==> src/rtl/core/vrpft_pkg.sv <==
`default_nettype none

package vrpft_pkg;

    typedef enum logic [1:0] {
        KIND_TICK     = 2'd0,
        KIND_WRITE    = 2'd1,
        KIND_READ     = 2'd2,
        KIND_TRANSFER = 2'd3
    } t_kind;

    typedef enum logic [2:0] {
        REG_CONTROL     = 3'd0,
        REG_MASK        = 3'd1,
        REG_STATUS      = 3'd2,
        REG_SPRITE_ADDR = 3'd3,
        REG_SPRITE_DATA = 3'd4,
        REG_SCROLL      = 3'd5,
        REG_ADDRESS     = 3'd6,
        REG_DATA        = 3'd7
    } t_reg;

    typedef struct packed {
        t_kind      kind;
        t_reg       reg_select;
        logic [7:0] write_value;
        logic [7:0] tick_dots;
        logic [7:0] transfer_index;
        logic [7:0] memory_byte;
    } t_in_item;

    typedef struct packed {
        logic [7:0]  read_value;
        logic        mem_write_enable;
        logic [13:0] mem_address;
        logic [7:0]  mem_write_byte;
        logic [13:0] next_video_address;
        logic        interrupt_line;
        logic        blank_start;
        logic        frame_done;
    } t_out_item;

    typedef struct packed {
        logic       en;
        logic [7:0] idx;
        logic [7:0] data;
    } t_spr_wr;

    localparam int PALETTE_ENTRIES = 32;
    localparam logic [9:0]  DOTS_PER_LINE   = 10'd341;
    localparam logic [8:0]  BLANK_LINE      = 9'd241;
    localparam logic [8:0]  LINES_PER_FRAME = 9'd262;
    localparam logic [13:0] PALETTE_BASE    = 14'h3F00;
    localparam int BIT_VBLANK = 7;
    localparam int BIT_HIT    = 6;
    localparam int BIT_NMI_EN = 7;

    function automatic logic [4:0] f_pal_index(input logic [13:0] addr);
        logic [4:0] idx;
        idx = addr[4:0];
        if (idx[4] && (idx[1:0] == 2'b00)) begin
            idx[4] = 1'b0;
        end
        return idx;
    endfunction

endpackage

`default_nettype wire

==> src/rtl/core/vrpft_spr_mem.sv <==
`default_nettype none

module vrpft_spr_mem #(
    parameter int SPRITE_ENTRIES = 256
) (
    input  wire                  i_clk,
    input  wire                  i_rst_n,
    input  vrpft_pkg::t_spr_wr   i_wr,
    input  wire                  i_rd_en,
    input  wire  [7:0]           i_rd_idx,
    output logic [7:0]           o_rd_data
);
    import vrpft_pkg::*;

    localparam int AW = $clog2(SPRITE_ENTRIES);
    localparam logic [8:0] ENT = 9'(SPRITE_ENTRIES);

    function automatic logic [AW-1:0] f_wrap(input logic [7:0] idx);
        logic [8:0] v;
        v = {1'b0, idx};
        for (int k = 0; k < 3; k++) begin
            if (v >= ENT) begin
                v = v - ENT;
            end
        end
        return v[AW-1:0];
    endfunction

    logic [7:0]          r_mem [0:SPRITE_ENTRIES-1];
    logic [SPRITE_ENTRIES-1:0] r_vld;
    logic [7:0]          r_rd;
    logic [AW-1:0]       w_wr_a;
    logic [AW-1:0]       w_rd_a;

    assign w_wr_a = f_wrap(i_wr.idx);
    assign w_rd_a = f_wrap(i_rd_idx);
    assign o_rd_data = r_rd;

    always_ff @(posedge i_clk) begin
        if (i_wr.en) begin
            r_mem[w_wr_a] <= i_wr.data;
        end
    end

    always_ff @(posedge i_clk) begin
        if (!i_rst_n) begin
            r_vld <= '0;
        end else if (i_wr.en) begin
            r_vld[w_wr_a] <= 1'b1;
        end
    end

    // A write in the same cycle as the read is forwarded to the read port.
    always_ff @(posedge i_clk) begin
        if (i_rd_en) begin
            if (i_wr.en && (w_wr_a == w_rd_a)) begin
                r_rd <= i_wr.data;
            end else if (r_vld[w_rd_a]) begin
                r_rd <= r_mem[w_rd_a];
            end else begin
                r_rd <= 8'd0;
            end
        end
    end

endmodule

`default_nettype wire

==> src/rtl/core/vrpft_regs.sv <==
`default_nettype none

module vrpft_regs (
    input  wire                   i_clk,
    input  wire                   i_rst_n,
    input  wire                   i_go,
    input  vrpft_pkg::t_in_item   i_item,
    input  wire  [7:0]            i_spr_rd,
    output vrpft_pkg::t_out_item  o_res,
    output vrpft_pkg::t_spr_wr    o_spr_wr,
    output logic [7:0]            o_next_ptr
);
    import vrpft_pkg::*;

    logic [7:0]  r_ctrl, n_ctrl;
    logic [7:0]  r_status, n_status;
    logic [7:0]  r_ptr, n_ptr;
    logic [7:0]  r_pal [0:PALETTE_ENTRIES-1];
    logic        n_pal_we;
    logic [13:0] r_va, n_va;
    logic        r_high, n_high;
    logic [9:0]  r_dot, n_dot;
    logic [8:0]  r_line, n_line;
    logic        r_irq, n_irq;
    logic [10:0] w_dsum;
    logic [4:0]  w_pidx;

    assign w_dsum = {1'b0, r_dot} + {3'd0, i_item.tick_dots};
    assign w_pidx = f_pal_index(r_va);
    assign o_next_ptr = n_ptr;

    always_comb begin
        n_ctrl = r_ctrl;
        n_status = r_status;
        n_ptr = r_ptr;
        n_pal_we = 1'b0;
        n_va = r_va;
        n_high = r_high;
        n_dot = r_dot;
        n_line = r_line;
        n_irq = r_irq;
        o_res = '0;
        o_spr_wr = '0;
        o_spr_wr.data = i_item.write_value;
        case (i_item.kind)
            KIND_TICK: begin
                n_dot = w_dsum[9:0];
                if (w_dsum >= {1'b0, DOTS_PER_LINE}) begin
                    n_dot = 10'(w_dsum - {1'b0, DOTS_PER_LINE});
                    n_line = r_line + 9'd1;
                    if (n_line == BLANK_LINE) begin
                        n_status[BIT_VBLANK] = 1'b1;
                        n_status[BIT_HIT] = 1'b0;
                        if (r_ctrl[BIT_NMI_EN]) begin
                            n_irq = 1'b1;
                        end
                        o_res.blank_start = 1'b1;
                    end
                    if (n_line >= LINES_PER_FRAME) begin
                        n_line = 9'd0;
                        n_irq = 1'b0;
                        n_status[BIT_VBLANK] = 1'b0;
                        n_status[BIT_HIT] = 1'b0;
                        o_res.frame_done = 1'b1;
                    end
                end
            end
            KIND_WRITE: begin
                case (i_item.reg_select)
                    REG_CONTROL: begin
                        if (!r_ctrl[BIT_NMI_EN] && i_item.write_value[BIT_NMI_EN]
                            && r_status[BIT_VBLANK]) begin
                            n_irq = 1'b1;
                        end
                        n_ctrl = i_item.write_value;
                    end
                    REG_SPRITE_ADDR: begin
                        n_ptr = i_item.write_value;
                    end
                    REG_SPRITE_DATA: begin
                        o_spr_wr.en = 1'b1;
                        o_spr_wr.idx = r_ptr;
                        n_ptr = r_ptr + 8'd1;
                    end
                    REG_ADDRESS: begin
                        if (r_high) begin
                            n_va = {i_item.write_value[5:0], r_va[7:0]};
                        end else begin
                            n_va = {r_va[13:8], i_item.write_value};
                        end
                        n_high = !r_high;
                    end
                    REG_DATA: begin
                        if (r_va < PALETTE_BASE) begin
                            o_res.mem_write_enable = 1'b1;
                            o_res.mem_address = r_va;
                            o_res.mem_write_byte = i_item.write_value;
                        end else begin
                            n_pal_we = 1'b1;
                        end
                        n_va = r_va + 14'd1;
                    end
                    default: begin
                    end
                endcase
            end
            KIND_READ: begin
                case (i_item.reg_select)
                    REG_STATUS: begin
                        o_res.read_value = r_status;
                        n_status[BIT_VBLANK] = 1'b0;
                        n_high = 1'b1;
                    end
                    REG_SPRITE_DATA: begin
                        o_res.read_value = i_spr_rd;
                    end
                    REG_DATA: begin
                        if (r_va < PALETTE_BASE) begin
                            o_res.read_value = i_item.memory_byte;
                        end else begin
                            o_res.read_value = r_pal[w_pidx];
                        end
                        n_va = r_va + 14'd1;
                    end
                    default: begin
                    end
                endcase
            end
            KIND_TRANSFER: begin
                o_spr_wr.en = 1'b1;
                o_spr_wr.idx = i_item.transfer_index;
                n_ptr = r_ptr + 8'd1;
            end
            default: begin
            end
        endcase
        o_res.next_video_address = n_va;
        o_res.interrupt_line = n_irq;
        if (!i_go) begin
            n_ctrl = r_ctrl;
            n_status = r_status;
            n_ptr = r_ptr;
            n_pal_we = 1'b0;
            n_va = r_va;
            n_high = r_high;
            n_dot = r_dot;
            n_line = r_line;
            n_irq = r_irq;
            o_spr_wr.en = 1'b0;
        end
    end

    always_ff @(posedge i_clk) begin
        if (!i_rst_n) begin
            r_ctrl <= '0;
            r_status <= '0;
            r_ptr <= '0;
            r_va <= '0;
            r_high <= 1'b1;
            r_dot <= '0;
            r_line <= '0;
            r_irq <= 1'b0;
            for (int i = 0; i < PALETTE_ENTRIES; i++) begin
                r_pal[i] <= 8'd0;
            end
        end else begin
            r_ctrl <= n_ctrl;
            r_status <= n_status;
            r_ptr <= n_ptr;
            r_va <= n_va;
            r_high <= n_high;
            r_dot <= n_dot;
            r_line <= n_line;
            r_irq <= n_irq;
            if (n_pal_we) begin
                r_pal[w_pidx] <= i_item.write_value;
            end
        end
    end

    a_dot_range: assert property (@(posedge i_clk) disable iff (!i_rst_n)
        r_dot < DOTS_PER_LINE)
        else $error("Dot counter has left its line.");

    a_line_range: assert property (@(posedge i_clk) disable iff (!i_rst_n)
        r_line < LINES_PER_FRAME)
        else $error("Line counter has left its frame.");

    a_irq_enabled: assert property (@(posedge i_clk) disable iff (!i_rst_n)
        $rose(r_irq) |-> r_ctrl[BIT_NMI_EN])
        else $error("Interrupt raised while it is disabled.");

endmodule

`default_nettype wire

==> src/rtl/core/video_register_port_and_frame_timer.sv <==
`default_nettype none

// Register port and frame timer of a tile-video chip.
// The input channel (i_in_valid, o_in_stall, i_in_item) carries one item per
// handshake: a tick of dots, a register write, a register read or one
// sprite-memory transfer byte. The output channel (o_out_valid, i_out_stall,
// o_out_item) returns exactly one result item for every input item, in order.
// An accepted item is held in the input register, where its state update is
// done, and its result is then offered from the output register.
// One item per cycle is sustained unless the receiver stalls; the sprite
// store read is issued at the acceptance edge from the pointer value the
// preceding item leaves behind.
// Synchronous reset clears all control state, the palette and the valid bits
// of the sprite store, and sets the address toggle to expect the high byte.
// When the receiver stalls, the result is held; one further item may wait in
// the input register, after which o_in_stall is raised.
module video_register_port_and_frame_timer #(
    parameter int SPRITE_ENTRIES = 256
) (
    input  wire                   i_clk,
    input  wire                   i_rst_n,
    input  wire                   i_in_valid,
    output logic                  o_in_stall,
    input  vrpft_pkg::t_in_item   i_in_item,
    output logic                  o_out_valid,
    input  wire                   i_out_stall,
    output vrpft_pkg::t_out_item  o_out_item
);
    import vrpft_pkg::*;

    t_in_item  r_in;
    logic      r_in_valid;
    t_out_item r_out;
    logic      r_out_valid;
    logic      w_adv;
    logic      w_accept;
    t_out_item w_res;
    t_spr_wr   w_spr_wr;
    logic [7:0] w_next_ptr;
    logic [7:0] w_spr_rd;

    assign w_adv = r_in_valid && (!r_out_valid || !i_out_stall);
    assign o_in_stall = r_in_valid && !w_adv;
    assign w_accept = i_in_valid && !o_in_stall;
    assign o_out_valid = r_out_valid;
    assign o_out_item = r_out;

    vrpft_regs u_regs (
        .i_clk      (i_clk),
        .i_rst_n    (i_rst_n),
        .i_go       (w_adv),
        .i_item     (r_in),
        .i_spr_rd   (w_spr_rd),
        .o_res      (w_res),
        .o_spr_wr   (w_spr_wr),
        .o_next_ptr (w_next_ptr)
    );

    vrpft_spr_mem #(
        .SPRITE_ENTRIES (SPRITE_ENTRIES)
    ) u_spr_mem (
        .i_clk     (i_clk),
        .i_rst_n   (i_rst_n),
        .i_wr      (w_spr_wr),
        .i_rd_en   (w_accept),
        .i_rd_idx  (w_next_ptr),
        .o_rd_data (w_spr_rd)
    );

    always_ff @(posedge i_clk) begin
        if (!i_rst_n) begin
            r_in_valid <= 1'b0;
            r_out_valid <= 1'b0;
        end else begin
            if (w_accept) begin
                r_in_valid <= 1'b1;
            end else if (w_adv) begin
                r_in_valid <= 1'b0;
            end
            if (w_adv) begin
                r_out_valid <= 1'b1;
            end else if (!i_out_stall) begin
                r_out_valid <= 1'b0;
            end
        end
    end

    always_ff @(posedge i_clk) begin
        if (w_accept) begin
            r_in <= i_in_item;
        end
        if (w_adv) begin
            r_out <= w_res;
        end
    end

    a_adv_result: assert property (@(posedge i_clk) disable iff (!i_rst_n)
        w_adv |=> o_out_valid)
        else $error("Processed item produced no result.");

    a_blank_frame: assert property (@(posedge i_clk) disable iff (!i_rst_n)
        o_out_valid |-> !(o_out_item.blank_start && o_out_item.frame_done))
        else $error("Blank start and frame end in one result.");

    a_mem_range: assert property (@(posedge i_clk) disable iff (!i_rst_n)
        (o_out_valid && o_out_item.mem_write_enable) |->
            (o_out_item.mem_address < PALETTE_BASE))
        else $error("External write aimed at the palette range.");

endmodule

`default_nettype wire
==> config.mk <==
export PLATFORM = sky130hd
export DESIGN_NAME = video_register_port_and_frame_timer
export DESIGN_NICKNAME = d
export VERILOG_FILES = /design/src/rtl/core/vrpft_pkg.sv /design/src/rtl/core/vrpft_spr_mem.sv /design/src/rtl/core/vrpft_regs.sv /design/src/rtl/core/video_register_port_and_frame_timer.sv
export SDC_FILE = /design/constraint.sdc
export NUM_CORES = 2
export LEC_CHECK = 0
export ABC_AREA = 1
export BUFFER_PORTS_ARGS = -buffer_cell sky130_fd_sc_hd__buf_2
export CAP_MARGIN = 10
export CORE_UTILIZATION = 47
export CTS_BUF_LIST = sky130_fd_sc_hd__clkbuf_16
export CTS_CLUSTER_SIZE = 14
export DETAILED_ROUTE_END_ITERATION = 12
export PLACE_DENSITY = 0.59
export SYNTH_ARGS = -nofsm -noshare
export SYNTH_HDL_FRONTEND = slang
export SYNTH_SLANG_ARGS = --single-unit
==> constraint.sdc <==
create_clock -name i_clk -period 17.4 [get_ports i_clk]
set_clock_uncertainty 0.15 [all_clocks]
set_input_delay 3.48 -clock i_clk [delete_from_list [all_inputs] [get_ports i_clk]]
set_output_delay 3.48 -clock i_clk [all_outputs]
set_load 0.01 [all_outputs]
== Yosys cells after proc, flatten, opt, wreduce, memory -nomap -nowiden ==
Memories as Yosys holds them, arrays and structs flattened.
Index checks and enable logic that the tools add are counted.

* Add/sub/neg operators: 5
* $mul: 0
* Div/mod/pow operators: 0
* Magnitude comparators: 6
* Equal/unequal tests: 15
* Shifts and indexed selects: 0
* Multiplexer cells: 56
* Bitwise logic cells: 1
* Reductions and logical operators: 32

{| class="wikitable"
|+ Operators by type and width
! kind !! count
|-
| $or A256 B256 Y256 || 1
|-
| $pmux W14 S2 || 2
|-
| $mux W8 || 5
|-
| $pmux W8 S2 || 2
|-
| $mux W1 || 30
|-
| $mux W14 || 2
|-
| $pmux W8 S3 || 1
|-
| $mux W23 || 1
|-
| $lt A8 B9 Y1 const B || 2
|-
| $mux W9 || 2
|-
| $pmux W9 S2 || 1
|-
| $add A14 B1 Y14 const B || 1
|-
| $lt A14 B14 Y1 const B || 1
|-
| $add A10 B8 Y11 || 1
|-
| $ge A11 B9 Y1 const B || 1
|-
| $mux W10 || 1
|-
| $sub A10 B9 Y10 const B || 1
|-
| $add A9 B1 Y9 const B || 1
|-
| $eq A3 B3 Y1 const B || 3
|-
| $eq A9 B8 Y1 const B || 1
|-
| $ge A9 B9 Y1 const B || 1
|-
| $reduce_and A3 Y1 || 3
|-
| $add A8 B1 Y8 const B || 1
|-
| $bmux W1 S8 || 1
|-
| 22 further kinds || 49
|}

* Register bits after elaboration: 404
* Latch bits: 0
* Memory bits (writable): 2304
* Bits in read-only memories: 0
* Input bits: 41
* Output and inout port bits: 50
* Word-level logic and storage cells: 144
* Memories: 2

{| class="wikitable"
|+ Memory list
! name !! words !! width !! read ports !! clocked after Yosys merged registers in !! wr ports !! line !! source
|-
| u_spr_mem.r_mem || 256 || 8 || 1 || 0 || 1 || vrpft_spr_mem.sv:29 || <nowiki>logic [7:0] r_mem [0:SPRITE_ENTRIES-1];</nowiki>
|-
| u_regs.r_pal || 32 || 8 || 1 || 0 || 32 || vrpft_regs.sv:18 || <nowiki>logic [7:0] r_pal [0:PALETTE_ENTRIES-1];</nowiki>
|}

== Depth between registers and ports, before layout ==
* Depth in word-level cells: 10
* Depth in mapped cells: 24
* Mapped depth without buffers: 20

== Modules after synthesis ==
From an unflattened synthesis, not the netlist that was laid out.

* Cells, all modules: 10437
* Area, all modules: 111844.8 um^2

{| class="wikitable"
|+ By module, submodules not included
! module !! times used !! cells each !! area each (um^2) !! seq. area each (um^2)
|-
| vrpft_spr_mem || 1 || 8438 || 93193.1 || 66864.1
|-
| vrpft_regs || 1 || 1901 || 16004.1 || 8588.2
|-
| video_register_port_and_frame_timer || 1 || 98 || 2647.5 || 2592.5
|}

== Least setup slack after synthesis ==
No wires, ideal clock.

* Path kind: input port to output port
* Start: in i_out_stall
* End: out o_in_stall
* Arrival time: 3743 ps
* Required time: 13770 ps
* Slack: 10027 ps
* Cell stages on the path: 2
* Path buffers: 0
* Cell sequence: nand2_1 -> nor2_1

* Word-level cells in the longest chain between the ends: 5

{| class="wikitable"
|+ RTL lines
! item !! line !! source
|-
| from (decl) || video_register_port_and_frame_timer.sv:26 || <nowiki>input wire i_out_stall,</nowiki>
|-
| $logic_not A1 Y1 || n/a ||
|-
| $logic_or A1 B1 Y1 || video_register_port_and_frame_timer.sv:42 || <nowiki>assign w_adv = r_in_valid && (!r_out_valid || !i_out_stall);</nowiki>
|-
| $logic_and A1 B1 Y1 || video_register_port_and_frame_timer.sv:42 ||
|-
| $logic_not A1 Y1 || n/a ||
|-
| $logic_and A1 B1 Y1 || video_register_port_and_frame_timer.sv:43 || <nowiki>assign o_in_stall = r_in_valid && !w_adv;</nowiki>
|-
| to (decl) || video_register_port_and_frame_timer.sv:23 || <nowiki>output logic o_in_stall,</nowiki>
|}

Every way passes these cells.

== Final worst setup path ==
* Start: in i_out_stall
* End: reg u_spr_mem.r_rd[2], in the netlist u_spr_mem.o_rd_data[2] (data pin)

* Word-level cells in the longest chain between the ends: 8
* Elaborated cells on any way between the ends: 12
* Classes of those cells: 1 x eq/ne; 6 x mux; 4 x reduce/logical; 1 x memory

{| class="wikitable"
|+ RTL lines
! item !! line !! source
|-
| $logic_not A1 Y1 * || n/a ||
|-
| $logic_or A1 B1 Y1 * || video_register_port_and_frame_timer.sv:42 ||
|-
| $logic_and A1 B1 Y1 * || video_register_port_and_frame_timer.sv:42 ||
|-
| $mux W8 || vrpft_regs.sv:139 || <nowiki>if (!i_go) begin</nowiki>
|-
| $bmux W1 S8 || vrpft_spr_mem.sv:58 || <nowiki>end else if (r_vld[w_rd_a]) begin</nowiki>
|-
| $mux W1 (implied by the code) || vrpft_spr_mem.sv:58 ||
|-
| $mux W8 || vrpft_spr_mem.sv:58 ||
|-
| $mux W8 * || vrpft_spr_mem.sv:56 || <nowiki>if (i_wr.en && (w_wr_a == w_rd_a)) begin</nowiki>
|-
| to (signal assigned) || vrpft_spr_mem.sv:57 || <nowiki>r_rd <= i_wr.data;</nowiki>
|-
| to (signal assigned) || vrpft_spr_mem.sv:59 || <nowiki>r_rd <= r_mem[w_rd_a];</nowiki>
|-
| to (decl) || vrpft_spr_mem.sv:31 || <nowiki>logic [7:0] r_rd;</nowiki>
|}

Mark *: on every way between the ends. The rest lies on a longest branch, timed or not. The select of a mux whose other input is x is not followed.
A chain may end at the register's enable or synchronous reset.

==> metrics.cfg <==
[run_status]
status = finished clean

[timing]
finalHoldViolations = 0
finalSetupViolCount = 0
drv_slew = 0
period_share_pct = 55.47
fmax_mhz = 103.6
worst_pin_slew_ps = 1187
finalSetupTns_ps = 0
slew_headroom_pct = 20.58
fin_crit_ps = 9652
timing.hold.ws_ps = 314.1
grt_setup_unrepaired = no

[clocking]
cts_root_buffer = clkbuf_16
cts-resized-gates = 0
clock_sinks = 2700
ctsHoldBuffers = 0
cts_tree = done
cts_setup_buffers = 0
path_clk_slew_ps = 60
h-tree-depth = 5
clock_latency_ps = 960
cts_buffer_depth = 4
cts_buffers = 304

[yosys]
yosysTopAreaCellShare_pct = 61.97
yosysUniqueCellTypes = 49
synthArstFlopShare_pct = 0
synth_cells = 10950
synth_edf_count = 2397
yosysSeqAreaShare_pct = 67.19
yosys_warnings = 0
netlist_top_cells_area = edfxtp_1, nand3_1, nand2_1
synth_seq_cells = 2700
ys_dominant_reg_cell = edfxtp_1
syn_area_per_cell_um2 = 10.61
syn-cell-area_mm2 = 0.1162
yosysTopAreaCell = edfxtp_1

[finish]
design_area_mm2 = 0.1281
final_common_cell = edfxtp_1
layout.nets = 10860
drive_gt1_share_pct = 6.329
final_util_pct = 52.13
mostFrequentLayoutCells = edfxtp_1, nand3_1, nand2_1, nor2_1, inv_1
area_growth_pct = 10.28
layout.area.seq_mm2 = 0.07805
multiInputGateArea_mm2 = 0.03116
nFillCells = 21500

[pwr]
power.internal_w = 0.01079
clkPwrFrac_pct = 42.8
seqPwrFrac_pct = 50.5
power_density_mw_per_mm2 = 110.1
ir_drop_mv = 0.1083
leakage_nw = 46.88
p_sw_w = 0.003308
swShare_pct = 23.46
p_comb_share_pct = 6.7

[global_route]
grt_pass1_wl_mm = 506.6
grt_max_degree = 178
grt_overflow = 0
globalRouteTotalUtil_pct = 27.04
antenna_found_initial = 8
grt_pass1_vias = 77210

[routing]
drtIter0Drc = 9228
wl_mm = 343.1
drc = 0
post_drt_wl_per_cell_um = 24.07
vias_per_cell = 5.729
ant_nets = 0
drt_first_pass_iters = 8
vias = 81650

[critical_path]
start_kind = primary input
worstPathRequired_ps = 17950
r2r_cells = 23
endpoint_kind = register
critPathArrivalTime_ps = 10200
crit_chain = buf_2, nand2_1, nand2_1, buf_4, a21oi_2, buf_4, nand2_1, nand2_4, nand2_8, buf_12, buf_4, buf_4, buf_4, o21ai_0, nand2_1, nand3_1, nand3_1, nand3_1, nand3_1, nand3_1, nand3_1, nand2_2, nand3_1, nand2_1
cp_slowest_stage_delay_ps = 820
crit_slowest_cell = buf_4
critPathKind = in2reg
worst-path-max-fanout = 177
worst_path_most_repeated_cell = nand3_1

[floorplanning]
core_area_mm2 = 0.2457
die_h_um = 499.1
dieArea_mm2 = 0.2491
num_io_pins = 91
row_count = 182
initial_core_util_pct = 47.27
dieWidth_um = 499.1

[job]
drv_cap = 0

[placed_design]
post-dp-hpwl_mm = 189.9
place_area_mm2 = 0.1188
port_buffers = 90
gp_congestion = 0.8452

[worst_hold_path]
min_path_cells = 1
hold_class = reg2reg

## power by group through the flow
stage               logic, W  registers [W]  clock network (W)
floorplan           0.000523        0.00730                  0
global placement    0.000920        0.00726                  0
detailed placement  0.000928        0.00726                  0
CTS                 0.000930        0.00713            0.00611
global route         0.00100        0.00713            0.00636
finish              0.000939        0.00713            0.00604
## worst max-delay path: cells and delay by family
family / cells / cell delay, ps
and+or+nand+nor: 15 / 2360
AOI/OAI and AO/OA: 2 / 260
buffers and inverters: 7 / 3520
## cells by family after synthesis
logic type,after synthesis,share of synthesized area (%)
other cells,1,0.003228
compound gates,823,4.601
xor+xnor,18,0.1357
flops,2700,67.19
simple gates,5614,21.61
buf+inv,1769,6.194
fa+ha+maj,24,0.2650
## state kept, by name, summed over array words and instances, names as in the netlist
register / cells
u_spr_mem.r_mem: 2048
u_regs.r_pal: 256
u_spr_mem.r_vld: 256
o_out_item: 48
r_in: 37
u_regs.r_va: 14
u_regs.r_dot: 10
u_regs.r_line: 9
u_regs.r_ptr: 8
u_spr_mem.o_rd_data: 8
o_out_valid: 1
r_in_valid: 1
u_regs.r_ctrl: 1
u_regs.r_high: 1
u_regs.r_irq: 1
u_regs.r_status: 1
## layer usage
layer | up-vias | wire length [um] | global-route usage, %
met4 | 2 | 11500 | 9.588
met5 | - | 56 | 0.1544
met2 | 3660 | 157000 | 41.94
li1 | 37280 | - | -
met1 | 40110 | 145100 | 38.21
met3 | 592 | 29370 | 4.733
## cell usage after synthesis (17+ instances only)
| master | number |
|---|---|
| inv_1 | 1035 |
| a211oi_1 | 17 |
| a21oi_1 | 77 |
| nor2_1 | 1263 |
| o21ai_0 | 227 |
| or2_1 | 100 |
| or2_2 | 34 |
| o211ai_1 | 351 |
| nand2_1 | 1926 |
| a22oi_1 | 17 |
| edfxtp_1 | 2397 |
| buf_2 | 320 |
| buf_1 | 73 |
| clkbuf_1 | 290 |
| nand3_1 | 1929 |
| nand3b_1 | 303 |
| buf_4 | 31 |
| nand4_1 | 18 |
| nor3_1 | 25 |
| ha_1 | 23 |
| dfxtp_1 | 303 |
| o22ai_1 | 61 |
## final cells by class
cell class	count	share of cell area, %
sequential	2700	60.93
multi-input combinational	6511	24.32
clock buffer	314	6.134
tap	3220	3.145
inverter	1050	3.096
timing repair buffer	229	1.283
clock inverter	225	1.081
antenna	3	0.005861
## final timing paths
kind,from,to,slack (ps)
setup / recovery,i_out_stall,u_spr_mem.o_rd_data[2],7750
hold / removal,u_spr_mem.r_vld[254],u_spr_mem.r_vld[254],310
setup reg to reg,r_in[36],u_spr_mem.o_rd_data[2],9080
hold reg to reg,u_spr_mem.r_vld[254],u_spr_mem.r_vld[254],310
## metrics by stage
step	cells	total power (W)	setup WS (ps)
floorplan	10980	0.007826	10030
global placement	13710	0.008182	6982
finish	14250	0.01410	7748
CTS	14250	0.01416	8036
global route	14250	0.01449	7480
detailed placement	13710	0.008191	7026
(Power assumes the default switching activity.)
